<file path="config.mk">
export PLATFORM = sky130hd
export DESIGN_NAME = stable_sorted_priority_queue_unit
export DESIGN_NICKNAME = d
export VERILOG_FILES = /design/src/sspq_pkg.sv /design/src/sspq_ram.sv /design/src/sspq_ctrl.sv /design/src/stable_sorted_priority_queue_unit.sv
export SDC_FILE = /design/constraint.sdc
export NUM_CORES = 1
export LEC_CHECK = 0
export BUFFER_PORTS_ARGS = -buffer_cell sky130_fd_sc_hd__buf_2
export CELL_PAD_IN_SITES_DETAIL_PLACEMENT = 1
export CELL_PAD_IN_SITES_GLOBAL_PLACEMENT = 1
export CORE_ASPECT_RATIO = 0.6
export CORE_UTILIZATION = 52
export CTS_CLUSTER_SIZE = 28
export DETAILED_ROUTE_END_ITERATION = 10
export GPL_TIMING_DRIVEN = 0
export PLACE_DENSITY_LB_ADDON = 0.08
export SYNTH_ARGS = -nofsm -noshare
export SYNTH_HDL_FRONTEND = slang
export SYNTH_SLANG_ARGS = --single-unit
</file>
<file path="constraint.sdc">
create_clock -name i_clk -period 9.9 [get_ports i_clk]
set_input_delay 1.98 -clock i_clk [delete_from_list [all_inputs] [get_ports i_clk]]
set_output_delay 1.98 -clock i_clk [all_outputs]
set_load 0.01 [all_outputs]
</file>
<file path="src/sspq_pkg.sv">
// Shared types, codes and default sizes for the stable sorted priority queue.
package sspq_pkg;

    // Default sizes handed to the top level parameters
    localparam int DEPTH_DEF      = 16;
    localparam int DATA_WIDTH_DEF = 32;
    localparam int PRIO_WIDTH_DEF = 8;

    // Operation codes on the mode field
    localparam logic [1:0] MODE_PUSH  = 2'd0;
    localparam logic [1:0] MODE_POP   = 2'd1;
    localparam logic [1:0] MODE_CLEAR = 2'd2;

    // Status codes on the result
    localparam logic [1:0] ST_OK        = 2'd0;
    localparam logic [1:0] ST_POP_EMPTY = 2'd1;
    localparam logic [1:0] ST_PUSH_FULL = 2'd2;

    // Sequencer states
    typedef enum logic [2:0] {
        S_IDLE,
        S_POP_RD,
        S_PUSH_CMP,
        S_REP_FRONT,
        S_REP_BACK,
        S_REP_OUT
    } t_state;

endpackage

</file>
<file path="src/sspq_ram.sv">
// Generic simple dual-port RAM: one write port, one read port, registered read.
module sspq_ram
    import sspq_pkg::*;
#(
    parameter int WIDTH = DATA_WIDTH_DEF,
    parameter int DEPTH = DEPTH_DEF
) (
    input  logic                     i_clk,
    input  logic                     i_we,
    input  logic [$clog2(DEPTH)-1:0] i_waddr,
    input  logic [WIDTH-1:0]         i_wdata,
    input  logic [$clog2(DEPTH)-1:0] i_raddr,
    output logic [WIDTH-1:0]         o_rdata
);

    logic [WIDTH-1:0] r_mem [DEPTH];
    logic [WIDTH-1:0] r_rdata;

    // Write and registered read
    always_ff @(posedge i_clk) begin
        if (i_we) begin
            r_mem[i_waddr] <= i_wdata;
        end
        r_rdata <= r_mem[i_raddr];
    end

    assign o_rdata = r_rdata;

endmodule

</file>
<file path="src/sspq_ctrl.sv">
// Sequencer and datapath: sorted insert, pop by head advance, clear, front/back readout.
module sspq_ctrl
    import sspq_pkg::*;
#(
    parameter int DEPTH      = DEPTH_DEF,
    parameter int DATA_WIDTH = DATA_WIDTH_DEF,
    parameter int PRIO_WIDTH = PRIO_WIDTH_DEF
) (
    input  logic                               i_clk,
    input  logic                               i_rst_n,
    input  logic                               start,
    output logic                               busy,
    input  logic [1:0]                         i_mode,
    input  logic [DATA_WIDTH-1:0]              i_item_data,
    input  logic [PRIO_WIDTH-1:0]              i_item_priority,
    output logic                               o_result_valid,
    output logic [DATA_WIDTH-1:0]              o_popped_data,
    output logic [1:0]                         o_status,
    output logic [DATA_WIDTH-1:0]              o_front_data,
    output logic [DATA_WIDTH-1:0]              o_back_data,
    output logic [$clog2(DEPTH+1)-1:0]         o_entry_count,
    output logic                               o_queue_empty,
    // RAM port
    output logic                               o_ram_we,
    output logic [$clog2(DEPTH)-1:0]           o_ram_waddr,
    output logic [DATA_WIDTH+PRIO_WIDTH-1:0]   o_ram_wdata,
    output logic [$clog2(DEPTH)-1:0]           o_ram_raddr,
    input  logic [DATA_WIDTH+PRIO_WIDTH-1:0]   i_ram_rdata
);

    localparam int AW = $clog2(DEPTH);
    localparam int CW = $clog2(DEPTH + 1);
    localparam logic [AW:0]   DEPTH_A = (AW + 1)'(DEPTH);
    localparam logic [CW-1:0] DEPTH_C = CW'(DEPTH);

    // Logical slot index to physical RAM address (circular, head at slot 0)
    function automatic logic [AW-1:0] f_phys(input logic [AW-1:0] head,
                                             input logic [AW-1:0] idx);
        logic [AW:0] sum;
        sum = {1'b0, head} + {1'b0, idx};
        if (sum >= DEPTH_A) begin
            sum = sum - DEPTH_A;
        end
        return sum[AW-1:0];
    endfunction

    t_state                r_state, n_state;
    logic [CW-1:0]         r_count, n_count;
    logic [AW-1:0]         r_head, n_head;
    logic [AW-1:0]         r_k, n_k;
    logic [DATA_WIDTH-1:0] r_data, n_data;
    logic [PRIO_WIDTH-1:0] r_prio, n_prio;
    logic [DATA_WIDTH-1:0] r_popped, n_popped;
    logic [1:0]            r_status, n_status;
    logic [DATA_WIDTH-1:0] r_front, n_front;

    logic                  r_o_valid, n_o_valid;
    logic [DATA_WIDTH-1:0] r_o_popped, n_o_popped;
    logic [1:0]            r_o_status, n_o_status;
    logic [DATA_WIDTH-1:0] r_o_front, n_o_front;
    logic [DATA_WIDTH-1:0] r_o_back, n_o_back;
    logic [CW-1:0]         r_o_count, n_o_count;
    logic                  r_o_empty, n_o_empty;

    logic                  w_accept;
    logic [CW-1:0]         w_count_m1;
    logic [AW-1:0]         w_last_idx;
    logic [AW-1:0]         w_k_m2;
    logic [DATA_WIDTH-1:0] w_rd_data;
    logic [PRIO_WIDTH-1:0] w_rd_prio;
    logic                  w_shift;

    assign w_accept   = start && (r_state == S_IDLE);
    assign w_count_m1 = r_count - CW'(1);
    assign w_last_idx = (r_count != '0) ? w_count_m1[AW-1:0] : '0;
    assign w_k_m2     = (r_k > AW'(1)) ? (r_k - AW'(2)) : '0;
    assign w_rd_data  = i_ram_rdata[DATA_WIDTH-1:0];
    assign w_rd_prio  = i_ram_rdata[DATA_WIDTH+PRIO_WIDTH-1:DATA_WIDTH];
    // held entry moves up one slot while its priority is strictly higher
    assign w_shift    = (r_k != '0) && (w_rd_prio > r_prio);

    // Next state
    always_comb begin
        n_state = r_state;
        unique case (r_state)
            S_IDLE: begin
                if (start) begin
                    case (i_mode)
                        MODE_PUSH: n_state = (r_count == DEPTH_C) ? S_REP_FRONT : S_PUSH_CMP;
                        MODE_POP:  n_state = (r_count == '0) ? S_REP_FRONT : S_POP_RD;
                        default:   n_state = S_REP_FRONT;
                    endcase
                end
            end
            S_POP_RD:    n_state = S_REP_FRONT;
            S_PUSH_CMP:  n_state = w_shift ? S_PUSH_CMP : S_REP_FRONT;
            S_REP_FRONT: n_state = S_REP_BACK;
            S_REP_BACK:  n_state = S_REP_OUT;
            S_REP_OUT:   n_state = S_IDLE;
            default:     n_state = S_IDLE;
        endcase
    end

    // Datapath and RAM control
    always_comb begin
        n_count     = r_count;
        n_head      = r_head;
        n_k         = r_k;
        n_data      = r_data;
        n_prio      = r_prio;
        n_popped    = r_popped;
        n_status    = r_status;
        n_front     = r_front;
        n_o_valid   = 1'b0;
        n_o_popped  = r_o_popped;
        n_o_status  = r_o_status;
        n_o_front   = r_o_front;
        n_o_back    = r_o_back;
        n_o_count   = r_o_count;
        n_o_empty   = r_o_empty;
        o_ram_we    = 1'b0;
        o_ram_waddr = f_phys(r_head, r_k);
        o_ram_wdata = {r_prio, r_data};
        o_ram_raddr = r_head;
        unique case (r_state)
            S_IDLE: begin
                if (start) begin
                    n_data   = i_item_data;
                    n_prio   = i_item_priority;
                    n_popped = '0;
                    n_status = ST_OK;
                    case (i_mode)
                        MODE_PUSH: begin
                            if (r_count == DEPTH_C) begin
                                n_status = ST_PUSH_FULL;
                            end else begin
                                // start the scan at the back
                                n_k         = r_count[AW-1:0];
                                o_ram_raddr = f_phys(r_head, w_last_idx);
                            end
                        end
                        MODE_POP: begin
                            if (r_count == '0) begin
                                n_status = ST_POP_EMPTY;
                            end
                        end
                        MODE_CLEAR: n_count = '0;
                        default: ;
                    endcase
                end
            end
            S_POP_RD: begin
                n_popped = w_rd_data;
                n_head   = f_phys(r_head, AW'(1));
                n_count  = w_count_m1;
            end
            S_PUSH_CMP: begin
                o_ram_we = 1'b1;
                if (w_shift) begin
                    o_ram_wdata = i_ram_rdata;
                    n_k         = r_k - AW'(1);
                    o_ram_raddr = f_phys(r_head, w_k_m2);
                end else begin
                    n_count = r_count + CW'(1);
                end
            end
            S_REP_FRONT: o_ram_raddr = r_head;
            S_REP_BACK: begin
                n_front     = w_rd_data;
                o_ram_raddr = f_phys(r_head, w_last_idx);
            end
            S_REP_OUT: begin
                n_o_valid  = 1'b1;
                n_o_popped = r_popped;
                n_o_status = r_status;
                n_o_front  = (r_count == '0) ? '0 : r_front;
                n_o_back   = (r_count == '0) ? '0 : w_rd_data;
                n_o_count  = r_count;
                n_o_empty  = (r_count == '0);
            end
            default: ;
        endcase
    end

    // Registers
    always_ff @(posedge i_clk) begin
        if (!i_rst_n) begin
            r_state   <= S_IDLE;
            r_count   <= '0;
            r_head    <= '0;
            r_o_valid <= 1'b0;
        end else begin
            r_state   <= n_state;
            r_count   <= n_count;
            r_head    <= n_head;
            r_o_valid <= n_o_valid;
        end
        r_k        <= n_k;
        r_data     <= n_data;
        r_prio     <= n_prio;
        r_popped   <= n_popped;
        r_status   <= n_status;
        r_front    <= n_front;
        r_o_popped <= n_o_popped;
        r_o_status <= n_o_status;
        r_o_front  <= n_o_front;
        r_o_back   <= n_o_back;
        r_o_count  <= n_o_count;
        r_o_empty  <= n_o_empty;
    end

    assign busy           = (r_state != S_IDLE);
    assign o_result_valid = r_o_valid;
    assign o_popped_data  = r_o_popped;
    assign o_status       = r_o_status;
    assign o_front_data   = r_o_front;
    assign o_back_data    = r_o_back;
    assign o_entry_count  = r_o_count;
    assign o_queue_empty  = r_o_empty;

`ifndef SYNTHESIS
    a_count_bound: assert property (@(posedge i_clk) disable iff (!i_rst_n)
        r_count <= DEPTH_C)
        else $error("entry count exceeds depth");

    a_busy_after_accept: assert property (@(posedge i_clk) disable iff (!i_rst_n)
        w_accept |=> busy)
        else $error("request accepted without going busy");

    a_full_count: assert property (@(posedge i_clk) disable iff (!i_rst_n)
        (o_result_valid && o_status == ST_PUSH_FULL) |-> (o_entry_count == DEPTH_C))
        else $error("push rejected while not full");

    a_empty_pop: assert property (@(posedge i_clk) disable iff (!i_rst_n)
        (o_result_valid && o_status == ST_POP_EMPTY) |-> (o_queue_empty && o_popped_data == '0))
        else $error("pop on empty reported with entries or data");

    a_no_write_idle: assert property (@(posedge i_clk) disable iff (!i_rst_n)
        o_ram_we |-> (r_state == S_PUSH_CMP))
        else $error("RAM written outside the insert scan");
`endif

endmodule

</file>
<file path="src/stable_sorted_priority_queue_unit.sv">
// A push scans from the back, moving each held entry of higher priority one slot back;
// a pop reads the head first; clear, no-op and rejected ops go straight to the readout.
// Throughput: one request at a time; busy stays high until the result strobe, and the
// next request is taken in the strobe cycle. The insert scan moves one entry per cycle
// through the single RAM read/write port pair. Reset (synchronous) empties the queue;
// RAM contents are not cleared. The receiver cannot stall the result.
module stable_sorted_priority_queue_unit
    import sspq_pkg::*;
#(
    parameter int DEPTH      = DEPTH_DEF,
    parameter int DATA_WIDTH = DATA_WIDTH_DEF,
    parameter int PRIO_WIDTH = PRIO_WIDTH_DEF
) (
    input  logic                       i_clk,
    input  logic                       i_rst_n,
    input  logic                       start,
    output logic                       busy,
    input  logic [1:0]                 i_mode,
    input  logic [DATA_WIDTH-1:0]      i_item_data,
    input  logic [PRIO_WIDTH-1:0]      i_item_priority,
    output logic                       o_result_valid,
    output logic [DATA_WIDTH-1:0]      o_popped_data,
    output logic [1:0]                 o_status,
    output logic [DATA_WIDTH-1:0]      o_front_data,
    output logic [DATA_WIDTH-1:0]      o_back_data,
    output logic [$clog2(DEPTH+1)-1:0] o_entry_count,
    output logic                       o_queue_empty
);

    localparam int AW = $clog2(DEPTH);
    localparam int MW = DATA_WIDTH + PRIO_WIDTH;

    logic          w_we;
    logic [AW-1:0] w_waddr;
    logic [MW-1:0] w_wdata;
    logic [AW-1:0] w_raddr;
    logic [MW-1:0] w_rdata;

    // Slot store: {priority, data} per entry
    sspq_ram #(
        .WIDTH (MW),
        .DEPTH (DEPTH)
    ) u_ram (
        .i_clk   (i_clk),
        .i_we    (w_we),
        .i_waddr (w_waddr),
        .i_wdata (w_wdata),
        .i_raddr (w_raddr),
        .o_rdata (w_rdata)
    );

    // Sequencer
    sspq_ctrl #(
        .DEPTH      (DEPTH),
        .DATA_WIDTH (DATA_WIDTH),
        .PRIO_WIDTH (PRIO_WIDTH)
    ) u_ctrl (
        .i_clk           (i_clk),
        .i_rst_n         (i_rst_n),
        .start           (start),
        .busy            (busy),
        .i_mode          (i_mode),
        .i_item_data     (i_item_data),
        .i_item_priority (i_item_priority),
        .o_result_valid  (o_result_valid),
        .o_popped_data   (o_popped_data),
        .o_status        (o_status),
        .o_front_data    (o_front_data),
        .o_back_data     (o_back_data),
        .o_entry_count   (o_entry_count),
        .o_queue_empty   (o_queue_empty),
        .o_ram_we        (w_we),
        .o_ram_waddr     (w_waddr),
        .o_ram_wdata     (w_wdata),
        .o_ram_raddr     (w_raddr),
        .i_ram_rdata     (w_rdata)
    );

endmodule
</file>
Yosys cells after proc, flatten, opt, wreduce, memory -nomap -nowiden
Memory sizes are Yosys's and may differ from the RTL's. A register that Yosys moved wholly into a read port is not among the register bits.
Index checks and enable logic that the tools add are counted.
{"block": "word_totals", "ram_bits": 640, "in_bits": 45, "register_bits": 227, "n_memories": 1, "word_cells": 100, "out_inout_bits": 106}
{"block": "classes", "magnitude_cmp": 6, "n_addsub": 12, "n_eq_ne": 14, "mux": 37, "reduce_logical": 14}
{"name": "u_ram.r_mem", "depth": 16, "word_bits": 40, "read_ports": 1, "rd_ports_with_merged_regs": 1, "write_ports": 1, "line_no": "sspq_ram.sv:16", "source": "logic [WIDTH-1:0] r_mem [DEPTH];"}
{"cell": "$mux 40", "n": 2}
{"cell": "$pmux 32 s2", "n": 1}
{"cell": "$mux 4", "n": 14}
{"cell": "$mux 32", "n": 1}
{"cell": "$ge 5x5->1 const B", "n": 4}
{"cell": "$sub 4x1->4 const B", "n": 5}
{"cell": "$add 4x4->5", "n": 3}
{"cell": "$mux 5", "n": 3}
{"cell": "$pmux 3 s5", "n": 1}
{"cell": "$pmux 5 s3", "n": 1}
{"cell": "$pmux 4 s3", "n": 1}
{"cell": "$ne 2x2->1 const B", "n": 5}
{"cell": "$gt 8x8->1", "n": 1}
{"cell": "$pmux 4 s2", "n": 1}
{"cell": "$mux 1", "n": 7}
{"cell": "$eq 3x2->1 const B", "n": 2}
{"cell": "$eq 3x3->1 const B", "n": 2}
{"cell": "$pmux 3 s2", "n": 1}
{"cell": "$reduce_bool 3->1", "n": 2}
{"cell": "$add 4x1->5 const B", "n": 1}
{"cell": "$add 5x1->5 const B", "n": 1}
{"cell": "$eq 5x5->1 const B", "n": 1}
{"cell": "$logic_not 5->1", "n": 1}
{"cell": "$reduce_and 5->1", "n": 1}
{"cell": "other kinds (18)", "n": 21}

Logic depth before layout (Yosys ltp)
{"block": "depth", "depth_word": 9, "ltp_mapped": 18, "ltp_nobuf": 15}

Cells and area by module
Synthesis repeated with hierarchy kept, for this count alone.
{"block": "unflattened", "hier_cells": 1633, "hier_area_um2": 34564.4}
{"module": "sspq_ram", "area_each_um2": 25132.9, "instances": 1, "cells_each": 1040}
{"module": "sspq_ctrl", "area_each_um2": 9431.5, "instances": 1, "cells_each": 593}

Least setup slack after synthesis
Ideal clock, no wire load.
{"block": "synth_timing", "path_kind": "reg-to-reg", "startpoint": "register u_ctrl.r_state[0]", "endpoint": "register u_ctrl.r_o_back[0], in the netlist u_ctrl.o_back_data[0], enable pin", "setup_slack_ns": 4.053, "t_required_ns": 9.332, "path_stages_with_launch": 5, "setup_ns": 0.568, "arrival_ns": 5.279, "n_path_buf": 2, "cell_sequence": "dfxtp_1 -> clkbuf_1 -> clkbuf_1 -> nand2_1 -> nor2_1"}
{"block": "synth_between", "elab_chain_len": 1}
{"item": "from (decl)", "line_no": "sspq_ctrl.sv:47", "source": "t_state r_state, n_state;"}
{"item": "from (signal assigned)", "line_no": "sspq_ctrl.sv:193", "source": "r_state <= n_state;"}
{"item": "$eq 3x3->1", "line_no": "sspq_ctrl.sv:125", "source": "unique case (r_state)"}
{"item": "to (signal assigned)", "line_no": "sspq_ctrl.sv:207", "source": "r_o_back <= n_o_back;"}
{"item": "to (decl)", "line_no": "sspq_ctrl.sv:61", "source": "logic [DATA_WIDTH-1:0] r_o_back, n_o_back;"}
Every way passes these cells.
A chain may end at the register's enable or synchronous reset.

Final worst setup path
{"block": "layout_timing", "startpoint": "register u_ctrl.r_count[0]", "endpoint": "register u_ram.r_rdata[36], in the netlist u_ram.o_rdata[36], read port of u_ram.r_mem"}
{"block": "layout_between", "elab_chain_len": 9, "word_cells_on_any_way": 12}
{"item": "from (decl)", "line_no": "sspq_ctrl.sv:48", "source": "logic [CW-1:0] r_count, n_count;"}
{"item": "from (signal assigned)", "line_no": "sspq_ctrl.sv:194", "source": "r_count <= n_count;"}
{"item": "$sub 5x1->5 or $reduce_bool 5->1 (tied branches)", "line_no": "sspq_ctrl.sv:74, sspq_ctrl.sv:75"}
{"item": "$mux 4", "line_no": "sspq_ctrl.sv:75", "source": "assign w_last_idx = (r_count != '0) ? w_count_m1[AW-1:0] : '0;"}
{"item": "$add 4x4->5", "line_no": "sspq_ctrl.sv:40", "source": "sum = {1'b0, head} + {1'b0, idx};"}
{"item": "$sub 4x1->4 or $ge 5x5->1 (tied branches)", "line_no": "sspq_ctrl.sv:42, sspq_ctrl.sv:41"}
{"item": "$mux 4", "line_no": "sspq_ctrl.sv:41", "source": "if (sum >= DEPTH_A) begin"}
{"item": "$mux 4", "line_no": "sspq_ctrl.sv:134", "source": "if (r_count == DEPTH_C) begin"}
{"item": "$mux 4", "line_no": "sspq_ctrl.sv:132", "source": "case (i_mode)"}
{"item": "$mux 4", "line_no": "sspq_ctrl.sv:127", "source": "if (start) begin"}
{"item": "$pmux 4 s3 (*)", "line_no": "sspq_ctrl.sv:125"}
{"item": "to (decl)", "line_no": "sspq_ram.sv:17", "source": "logic [WIDTH-1:0] r_rdata;"}
Mark *: on every way between the ends. The rest lies on a longest branch, timed or not.

==> run_results.csv <==
group,metric,value,unit
clock_tree,hold_buffers,0,
timing,max_slew_margin,18.43,%
power,power.leakage,13.26,nW
run,drv_cap,0,
yosys,ys_seq_area_share,76.79,%
hold_path,holdPathEnd,"u_ctrl.o_popped_data[28]",
global_route,grt_antenna_before_repair,0,
route,avgViaCountPerCell,6.254,
power,pwr-share-comb,33.5,%
global_route,grt_pass1_wl,156.5,mm
clock_tree,clockBufferDepth,3,
critical_path,ff2ff_path_depth,18,
power,swShare,37.94,%
timing,tightest_slew,1215,ps
clock_tree,tritoncts,"built",
timing,maxSlewViolCount,0,
route,drtIter0Drc,2641,
clock_tree,numCtsBuffers,82,
critical_path,path_class,"flip-flop to flip-flop",
timing,finalSetupViolations,0,
route,firstDrtPassIters,5,
cells_and_area,n_antenna_cell,0,
timing,min_period_over_period,56.80,%
route,wl_per_cell,29.97,um
floorplanning,die_x,335.9,um
yosys,avgSynthCellArea,14.61,um^2
floorplanning,io-pin-count,151,
global_route,grt-ovfl-total,0,
critical_path,crit_fanout,10,
clock_tree,clock_sinks,907,
critical_path,worst_ep_required_time,10440,ps
power,p_seq_share,41.3,%
timing,rsz0062_at_grt,"false",
floorplanning,fp.coreArea,0.06613,mm^2
yosys,yosys_warnings,0,
clock_tree,root_buffer,"clkbuf_16",
clock_tree,path_clk_slew,70,ps
timing,skew,21.31,ps
route,remaining_drc_errors,0,
floorplanning,die_y,202.3,um
placed_design,dp_hpwl,73.59,mm
cells_and_area,final_util,60.48,%
clock_tree,cts_setup_buffers,0,
yosys,async_flop_share,0,%
hold_path,hold_path_class,"flip-flop to flip-flop",
hold_path,hold_path_depth,0,
critical_path,rrSetupSlack,4280,ps
critical_path,r2r-start,"u_ctrl.r_count[0]",
critical_path,start_kind,"flip-flop",
yosys,ys_seq_elements,907,
global_route,grt_use_total,32.13,%
yosys,synth_edf_count,854,
route,wl,108.3,mm
yosys,synth.distinct_cells,57,
clock_tree,cts_resized,0,
clock_tree,cts_htree_levels,3,
placed_design,placed_area,0.03739,mm^2
global_route,grt_pass1_vias,23100,
critical_path,r2r-end,"u_ram.o_rdata[36]",
cells_and_area,area_delta_synth_final,14.99,%
critical_path,worst_ep_arrival_time,6160,ps
critical_path,end_kind,"flip-flop",
cells_and_area,nNetsFinal,2719,
cells_and_area,fin_area,0.03999,mm^2
timing,finalSetupTns,0,ps
power,power.switching,4.734,mW
timing,fmax,0.1778,GHz
cells_and_area,layout-drive-gt1-share,13.24,%
power,power.total,12.48,mW
yosys,syn-cell-area,0.03478,mm^2
power,power_frac_clock,25.3,%
power,ir_worst_vdd,0.0001477,V
yosys,netlist_instances,2380,
floorplanning,dieArea,0.06796,mm^2
run_status,status,"completed",
hold_path,hold_start,"u_ctrl.r_popped[28]",
global_route,grt_max_degree,38,
timing,post-route-min-period,5623,ps
floorplanning,placementRows,73,
placed_design,numPortBuffers,150,
route,via_count,22590,
power,power.internal,7.741,mW
timing,hold_viol,0,
power,powerDensity,311.9,mW/mm^2
placed_design,gp_congestion,0.8565,
yosys,synth_nets,2454,
floorplanning,start_util,52.59,%
yosys,synth_top_flop_cell,"edfxtp_1",
route,drtAntennaViolNets,0,
clock_tree,insertion_delay,650,ps
[kinds of logic after synthesis]
| logic type | Yosys count | synth area share, % |
|---|---|---|
| flip-flops | 907 | 76.79 |
| buffers and inverters | 173 | 1.932 |
| multiplexers | 37 | 1.187 |
| adder cells (fa/ha/maj) | 29 | 1.108 |
| AND/OR/NAND/NOR | 675 | 8.307 |
| AO/OA/AOI/OAI | 544 | 10.30 |
| XOR/XNOR | 15 | 0.3778 |
[per-layer routing]
metal,track usage [%],share of wire [%]
met1,47.24,43
met2,49.60,46
met3,5.114,8.7
met4,9.785,2.9
met5,0,0
[cell usage in the layout, fill, tap and decap left out, drive strengths merged, types with 4 or more instances in the layout]
| cell type | instances |
|---|---|
| a21oi | 254 |
| xnor2 | 8 |
| a22oi | 114 |
| nand3 | 8 |
| edfxtp | 854 |
| dfxtp | 53 |
| inv | 20 |
| nor2b | 67 |
| nor3 | 9 |
| mux2 | 34 |
| o211ai | 41 |
| o21ai | 21 |
| bufinv | 4 |
| a32o | 40 |
| a32oi | 44 |
| nor2 | 48 |
| and3 | 35 |
| clkbuf | 250 |
| clkinv | 24 |
| buf | 205 |
| xor2 | 7 |
| ha | 26 |
| nand2 | 486 |
[sequential cells by signal, indices dropped and copies added (netlist names), 2 cells and up]
register and count:
u_ctrl.o_front_data 32, u_ctrl.r_state 3, u_ctrl.r_status 2, u_ctrl.r_k 4, u_ctrl.r_popped 32, u_ram.r_mem 640
u_ctrl.o_popped_data 32, u_ctrl.r_data 32, u_ram.o_rdata 40, u_ctrl.o_status 2, u_ctrl.r_prio 8, u_ctrl.o_back_data 32
u_ctrl.r_front 32, u_ctrl.r_head 4, u_ctrl.r_count 5, u_ctrl.o_entry_count 5
[worst max path at each step]
stage,start,to,slack (ps),cells past startpoint
floorplan,u_ctrl.r_state[0],u_ctrl.o_back_data[0],4050,4
global placement,u_ctrl.r_state[0],u_ctrl.o_front_data[9],1810,4
detailed placement,i_mode[1],u_ram.o_rdata[30],4020,13
CTS,u_ctrl.r_count[0],u_ram.o_rdata[30],4460,18
global route,u_ctrl.r_count[0],u_ram.o_rdata[30],4000,18
finish,u_ctrl.r_count[0],u_ram.o_rdata[36],4280,18
[synthesized netlist by cell type, types with 2 or more instances]
cell	instances	area, um^2
fa_1	3	60.06
a211oi_1	2	15.01
nor2_1	47	176.4
xnor2_1	8	70.07
a32oi_1	44	385.4
mux2_2	34	382.9
a31oi_1	2	12.51
ha_1	26	325.3
nor2b_1	67	419.2
a22o_1	2	17.52
o211ai_1	41	307.8
o31ai_1	3	22.52
a32o_1	40	400.4
a221oi_1	2	17.52
nor3_1	9	45.04
nand3_1	8	40.04
nor3b_1	3	22.52
clkbuf_1	130	488.0
a21o_1	3	22.52
o211a_1	2	20.02
dfxtp_1	53	1061
a311oi_1	3	26.28
edfxtp_1	854	25640
or3_1	3	18.77
buf_2	9	45.04
inv_1	19	71.32
nand3b_1	2	15.01
a22oi_1	114	855.8
buf_1	13	48.80
xor2_1	7	61.31
nand4_1	3	18.77
a221o_1	2	20.02
mux2i_1	3	30.03
a21oi_1	254	1271
o21ai_0	21	105.1
o22a_1	2	17.52
and2_1	3	18.77
nand2_1	486	1824
and3_1	35	219.0
[layout make-up]
class | count | area, um^2
Clock inverter | 31 | 252.7
Sequential cell | 907 | 26710
Buffer | 154 | 600.6
Clock buffer | 120 | 2341
Timing Repair Buffer | 181 | 1339
Multi-Input combinational cell | 1300 | 7556
Tap cell | 900 | 1126
Inverter | 19 | 71.32
Fill cell | 6261 | 26140
[per-stage QoR]
step / hold slack, ps / setup WS (ps) / instances
detailed placement: 408.0 / 4020 / 3460
global route: 431.2 / 4005 / 3612
global placement: 403.2 / 1809 / 3430
finish: 422.1 / 4277 / 3612
CTS: 422.1 / 4456 / 3611
floorplan: 400.3 / 4053 / 2380
[power groups by stage]
stage | clock [mW] | combinational, mW | sequential (mW)
2_1_floorplan | 0 | 2.33 | 5.07
3_3_place_gp | 0 | 3.76 | 5.24
3_5_place_dp | 0 | 4.04 | 5.23
4_1_cts | 3.18 | 4.08 | 5.15
5_1_grt | 3.30 | 4.42 | 5.16
6_report | 3.16 | 4.17 | 5.15
[critical path: stages (launching register included)]
cell	delay [ps]
dfxtp_1	360
clkbuf_1	230
inv_1	130
ha_1	190
nor4b_2	270
clkbuf_1	500
nor2_1	90
ha_1	240
fa_1	420
xnor2_1	270
o31ai_1	100
a22oi_1	150
o21ai_0	120
a21oi_1	510
nor2b_1	570
clkbuf_1	720
buf_2	420
nand2_1	100
o211ai_1	120
(Power assumes the default switching activity.)
